[src/hw/rtl/kli_pkg.sv]
// Shared types and constants for the keyframe linear interpolator.
`timescale 1ns / 1ps
package kli_pkg;

  localparam int unsigned DataW  = 32;
  localparam int unsigned NumCmp = 6;
  localparam int unsigned EntryW = DataW * (NumCmp + 1);
  localparam int unsigned LamW   = 17;
  localparam int unsigned AccW   = DataW + 1 + LamW;
  localparam int unsigned FracW  = 16;

  typedef enum logic [1:0] {
    REQ_APPEND  = 2'd0,
    REQ_RESTART = 2'd1,
    REQ_TICK    = 2'd2,
    REQ_NONE    = 2'd3
  } req_e;

  typedef enum logic [2:0] {
    CFG_TRANS_X = 3'd0,
    CFG_TRANS_Y = 3'd1,
    CFG_TRANS_Z = 3'd2,
    CFG_ROT_X   = 3'd3,
    CFG_ROT_Y   = 3'd4,
    CFG_ROT_Z   = 3'd5
  } cfg_idx_e;

  typedef enum logic [3:0] {
    ST_IDLE,
    ST_RD_TO,
    ST_CHK,
    ST_RD_FROM,
    ST_LD_FROM,
    ST_LD_TO,
    ST_DIV,
    ST_MUL,
    ST_OUT
  } state_e;

  typedef struct packed {
    logic load_a;
    logic load_b;
    logic step;
    logic lam_bit;
  } lerp_ctl_t;

endpackage

[src/hw/rtl/kli_lerp.sv]
// One interpolated component: bit-serial multiply of weight by span, then floor and add.
`timescale 1ns / 1ps
module kli_lerp
  import kli_pkg::*;
(
  input  logic             clk_i,
  input  logic             rst_ni,
  input  lerp_ctl_t        ctl_i,
  input  logic [DataW-1:0] data_i,
  input  logic [DataW-1:0] base_i,
  output logic [DataW-1:0] res_o
);

  logic [DataW-1:0]  a_q, a_d;
  logic [DataW:0]    diff_q, diff_d;
  logic [AccW-1:0]   acc_q, acc_d;
  logic [AccW-1:0]   addend;

  always_comb begin
    a_d    = a_q;
    diff_d = diff_q;
    acc_d  = acc_q;
    addend = ctl_i.lam_bit ? {{(AccW-DataW-1){diff_q[DataW]}}, diff_q} : '0;
    if (ctl_i.load_a) begin
      a_d = data_i;
    end
    if (ctl_i.load_b) begin
      diff_d = {data_i[DataW-1], data_i} - {a_q[DataW-1], a_q};
      acc_d  = '0;
    end else if (ctl_i.step) begin
      acc_d = {acc_q[AccW-2:0], 1'b0} + addend;
    end
  end

  always_ff @(posedge clk_i or negedge rst_ni) begin
    if (!rst_ni) begin
      acc_q <= '0;
    end else begin
      acc_q <= acc_d;
    end
  end

  always_ff @(posedge clk_i) begin
    a_q    <= a_d;
    diff_q <= diff_d;
  end

  assign res_o = a_q + acc_q[FracW+DataW-1:FracW] + base_i;

endmodule

[config.mk]
export PLATFORM = sky130hd
export DESIGN_NAME = kli_lerp
export DESIGN_NICKNAME = d
export VERILOG_FILES = /design/src/hw/rtl/kli_pkg.sv /design/src/hw/rtl/kli_lerp.sv
export SDC_FILE = /design/constraint.sdc
export NUM_CORES = 1
export LEC_CHECK = 0
export BUFFER_PORTS_ARGS = -buffer_cell sky130_fd_sc_hd__buf_4
export CAP_MARGIN = 20
export CORE_UTILIZATION = 50
export DETAILED_ROUTE_END_ITERATION = 6
export PLACE_DENSITY = 0.72
export SLEW_MARGIN = 30
export SYNTH_ARGS = -nofsm -noshare
export SYNTH_HDL_FRONTEND = slang
export SYNTH_SLANG_ARGS = --single-unit
[constraint.sdc]
create_clock -name clk_i -period 2.9 [get_ports clk_i]
set_input_delay 0 -clock clk_i [delete_from_list [all_inputs] [get_ports clk_i]]
set_output_delay 0 -clock clk_i [all_outputs]
set_load 0.005 [all_outputs]
==> results.txt <==
The run finished, with violations left. The final reports fail on negative setup slack. The number of pins exceeding their max-slew limit in the final report is 0. The layout overhead on the synthesized area came out at 41.41%. The worst hold path begins at ctl_i[2]. The overall fraction of global-route tracks in use came out at 28.96%. The post-placement setup slack came out at -0.5801 ns. The worst setup path is captured at an output port. The count of standard-cell rows is 52. The number of enable flip-flop cells after synthesis is 65. Setup repair after global routing could not meet its margin everywhere. The first global-routing pass estimated 49.22 mm of wire. In this run the clock root is driven by a sky130_fd_sc_hd__clkbuf_16. The number of H-tree levels came out at 4.

In this run the worst hold path is classified as input pin to flop. The final period utilization came out at 124.1%. Among all stages on the critical path, the largest delay is contributed by sky130_fd_sc_hd__fa_1. The detail route stage leaves a number of antenna-violating nets equal to 0. Measured along the y axis, the die boundary spans 147.5 um.

The maximum clock path buffer count is 2. The synthesized design devotes to its leading area cell type 18.45% of total area. The largest clock skew in the final design is 0.01087 ns. The clock insertion delay at the later pin of the skew report is 0.43 ns. The die outline area came out at 0.02174 mm^2.

The top-level I/O count is 102. Entering global routing, the biggest net connects 49 pins. The total routed wirelength is 32.73 mm.

The violation count after the first detailed-routing iteration is 726. The sum of internal, switching and leakage power is 8624 uW. The timing-limited maximum frequency is 277.9 MHz.

The number of global-route vias before repair is 9820. Walking the worst path, the cells encountered are fa_1 > ha_4 > fa_2 > a211oi_4 > o21ai_2 > o2111ai_4 > a21oi_4 > nor2_4 > a31oi_4 > a211o_1 > a21oi_2 > xnor2_1 > buf_4. The average size of a mapped cell is 9.304 um^2.

The worst reg2reg path depth is 12. Synthesis inferred 113 register bits. The synthesized netlist net count came out at 1349.

0 antenna diodes ended up in the layout. Once the floorplan was initialized, standard cells occupied 51.62% of the core. The pin slew with the least headroom to its limit is 0.7356 ns. The clock-pin slew of the registers on the worst-case setup and hold paths is 0.06 ns. In this run the power density over the cells is 576.5 mW/mm^2. For this run, the slowest stage of the critical path takes 0.52 ns. Subtracting the final worst setup slack from the clock period gives 3.598 ns. The critical register-to-register path startpoint is diff_q[24]. TritonCTS built the clock tree. The unique cell type count in the Yosys netlist is 72.

The instance count along the most critical hold path came out at 2. The post-synthesis cell type with the largest combined area is sky130_fd_sc_hd__edfxtp_1. The first detailed-routing pass ran for 7 iterations.

For hold timing, the worst endpoint is acc_q[2]. In this run the cell area measured after placement is 0.01286 mm^2. In the post-route analysis, the smallest setup slack over all paths is -0.6980 ns. The synthesized area came out at 0.01058 mm^2. The layout cell share with drive strength beyond 1 is 32.00%.

Along the worst path, the maximum fanout reaches 3. The total DRC errors in the routed layout came out at 0. After synthesis, the cell types taking the most area are sky130_fd_sc_hd__edfxtp_1 18%, sky130_fd_sc_hd__ha_1 13%, sky130_fd_sc_hd__dfrtp_1 11%, sky130_fd_sc_hd__fa_1 6.4%, sky130_fd_sc_hd__a21oi_1 5.2%. The synthesized instance count came out at 1137. The endpoint identified for the worst register-to-register timing path is acc_q[47]. The number of sinks on the clock net came out at 113. The number of placed instances, taps included came out at 1653. The normalized max-slew margin is 50.96%. The number of buffers created by CTS is 17. For this design the static power due to leakage is 0.007023 uW. The share of flip-flops with an asynchronous set or reset came out at 42.48%. The via count came out at 10280. The worst endpoint data arrival time is 3.60 ns. The finished cells cover 0.01496 mm^2. Global routing finished with a remaining overflow of 0. The critical path class is flop to output port. The final routed wire length divided by cell count is 18.76 um. The final setup violation count came out at 32. The number of nets in the layout is 1674. During placement, the flow inserted port buffers numbering 101. For flop-to-flop paths, the worst setup slack is -0.18 ns. The placeable core area is 0.02049 mm^2.

The data required time of the critical path came out at 2.90 ns. STA classifies the critical path startpoint as a flop. The final number of hold-violating endpoints came out at 0. Among all flip-flop cells after synthesis, the most frequent one is sky130_fd_sc_hd__edfxtp_1. The number of antenna violations at the first check in global routing came out at 0. Across the VDD grid, the largest voltage drop is 0.4131 mV.

The post-DP HPWL came out at 22.78 mm. Yosys printed 0 warnings. The sequential element share of the synthesized area is 29.80%. The via density per instance is 5.889. The total of max-cap violations came out at 0.

The weighted congestion at the end of routability-driven global placement is 0.9631. The overall die width is 147.5 um. The count of non-filler cells in the finished layout came out at 1745.

After routing, the total negative slack on setup checks comes to -11.15 ns.
[metal layers]
layer / global-route usage (%) / vias up / share of wire [%]
met5: 0 / - / 0
met3: 4.444 / 69 / 5.7
met2: 49.01 / 409 / 50
li1: - / 4800 / -
met1: 38.22 / 4999 / 42
met4: 8.763 / 0 / 2.5
[critical path: cells and delay by family, from the launching register on]
| family | cells | cell delay (ns) |
|---|---|---|
| fa+ha+maj | 3 | 1.11 |
| compound gates | 7 | 1.25 |
| xor+xnor | 1 | 0.13 |
| simple gates | 1 | 0.13 |
| flops | 1 | 0.41 |
| buf+inv | 1 | 0.13 |
[final cells by class]
class                      count  area [um^2]
multi-input combinational    930         7983
fill                        1354         5535
sequential                   113         3153
timing repair buffer         332         2664
clock buffer                  21        450.4
tap                          270        337.8
inverter                      68        255.2
clock inverter                11        116.4
[Yosys cell counts, types with 34 or more instances]
cell,number
sky130_fd_sc_hd__inv_1,68
sky130_fd_sc_hd__dfrtp_1,48
sky130_fd_sc_hd__a21o_1,66
sky130_fd_sc_hd__a21oi_1,110
sky130_fd_sc_hd__o21ai_0,40
sky130_fd_sc_hd__nand2_1,72
sky130_fd_sc_hd__xnor2_1,61
sky130_fd_sc_hd__fa_1,34
sky130_fd_sc_hd__nor2_1,95
sky130_fd_sc_hd__edfxtp_1,65
sky130_fd_sc_hd__and2_1,36
sky130_fd_sc_hd__ha_1,108
[kinds of logic after synthesis]
kind of cell               share of synthesized area (%)
buffers and inverters                              3.501
DFF                                                29.80
xor gates and xnor gates                           7.451
AOI/OAI and AO/OA                                  22.74
and+or+nand+nor                                    14.44
muxes                                              2.850
adders and majority gates                          19.21
[flip-flops by register name, summed over array words and instances, names as in the netlist]
register and count:
a_q 32, acc_q 48, diff_q 33
[placed cells by master, fill, tap and decap left out, drive strengths merged, types with 6 or more instances in the layout]
cell type    instances
a2111oi              6
a211oi              11
a21boi               9
a21o                66
a21oi              111
a22o                 8
a31oi                9
and2                36
and3                10
buf                297
clkbuf              21
clkinv               7
dfrtp               48
dlygate4sd3         35
edfxtp              65
fa                  34
ha                 108
inv                 68
mux2i               29
nand2               74
nand2b               9
nand3               27
nand4               12
nor2                95
nor2b               11
nor3                16
o211ai              10
o21a                15
o21ai               50
o21bai              20
o31ai                8
or3                  7
xnor2               61
xor2                29
[stage by stage]
stage / util, % / hold WS [ns]
2_1_floorplan: - / -0.2956
3_3_place_gp: 62.76 / 0.08799
5_1_grt: 72.99 / 0.04374
3_5_place_dp: 62.76 / 0.1003
6_report: 72.99 / 0.03776
4_1_cts: 69.52 / 0.02769
[how the worst max path moves through the flow]
| stage | startpoint | endpoint | slack (ns) |
|---|---|---|---|
| floorplan | a_q[1] | res_o[31] | 0.002 |
| global placement | a_q[1] | res_o[31] | -0.48 |
| detailed placement | a_q[1] | res_o[31] | -0.58 |
| CTS | a_q[1] | res_o[31] | -0.72 |
| global route | a_q[1] | res_o[28] | -0.83 |
| finish | a_q[1] | res_o[31] | -0.70 |
[report_power, final]
group | internal [uW] | switching, uW | total [uW]
Clock | 1280 | 804 | 2080
Combinational | 2280 | 2170 | 4460
Sequential | 1930 | 153 | 2080
[what timing repair did]
| item | CTS | global route |
|---|---|---|
| hold buffers | 35 | 0 |
| buffers inserted | 10 | 21 |
| pin swaps | 47 | 80 |
| gates resized for setup | 75 | 120 |
| setup endpoints to repair | 47 | 60 |
| endpoints found under the hold margin | 85 | 0 |
Power figures use the tool's default switching activity.
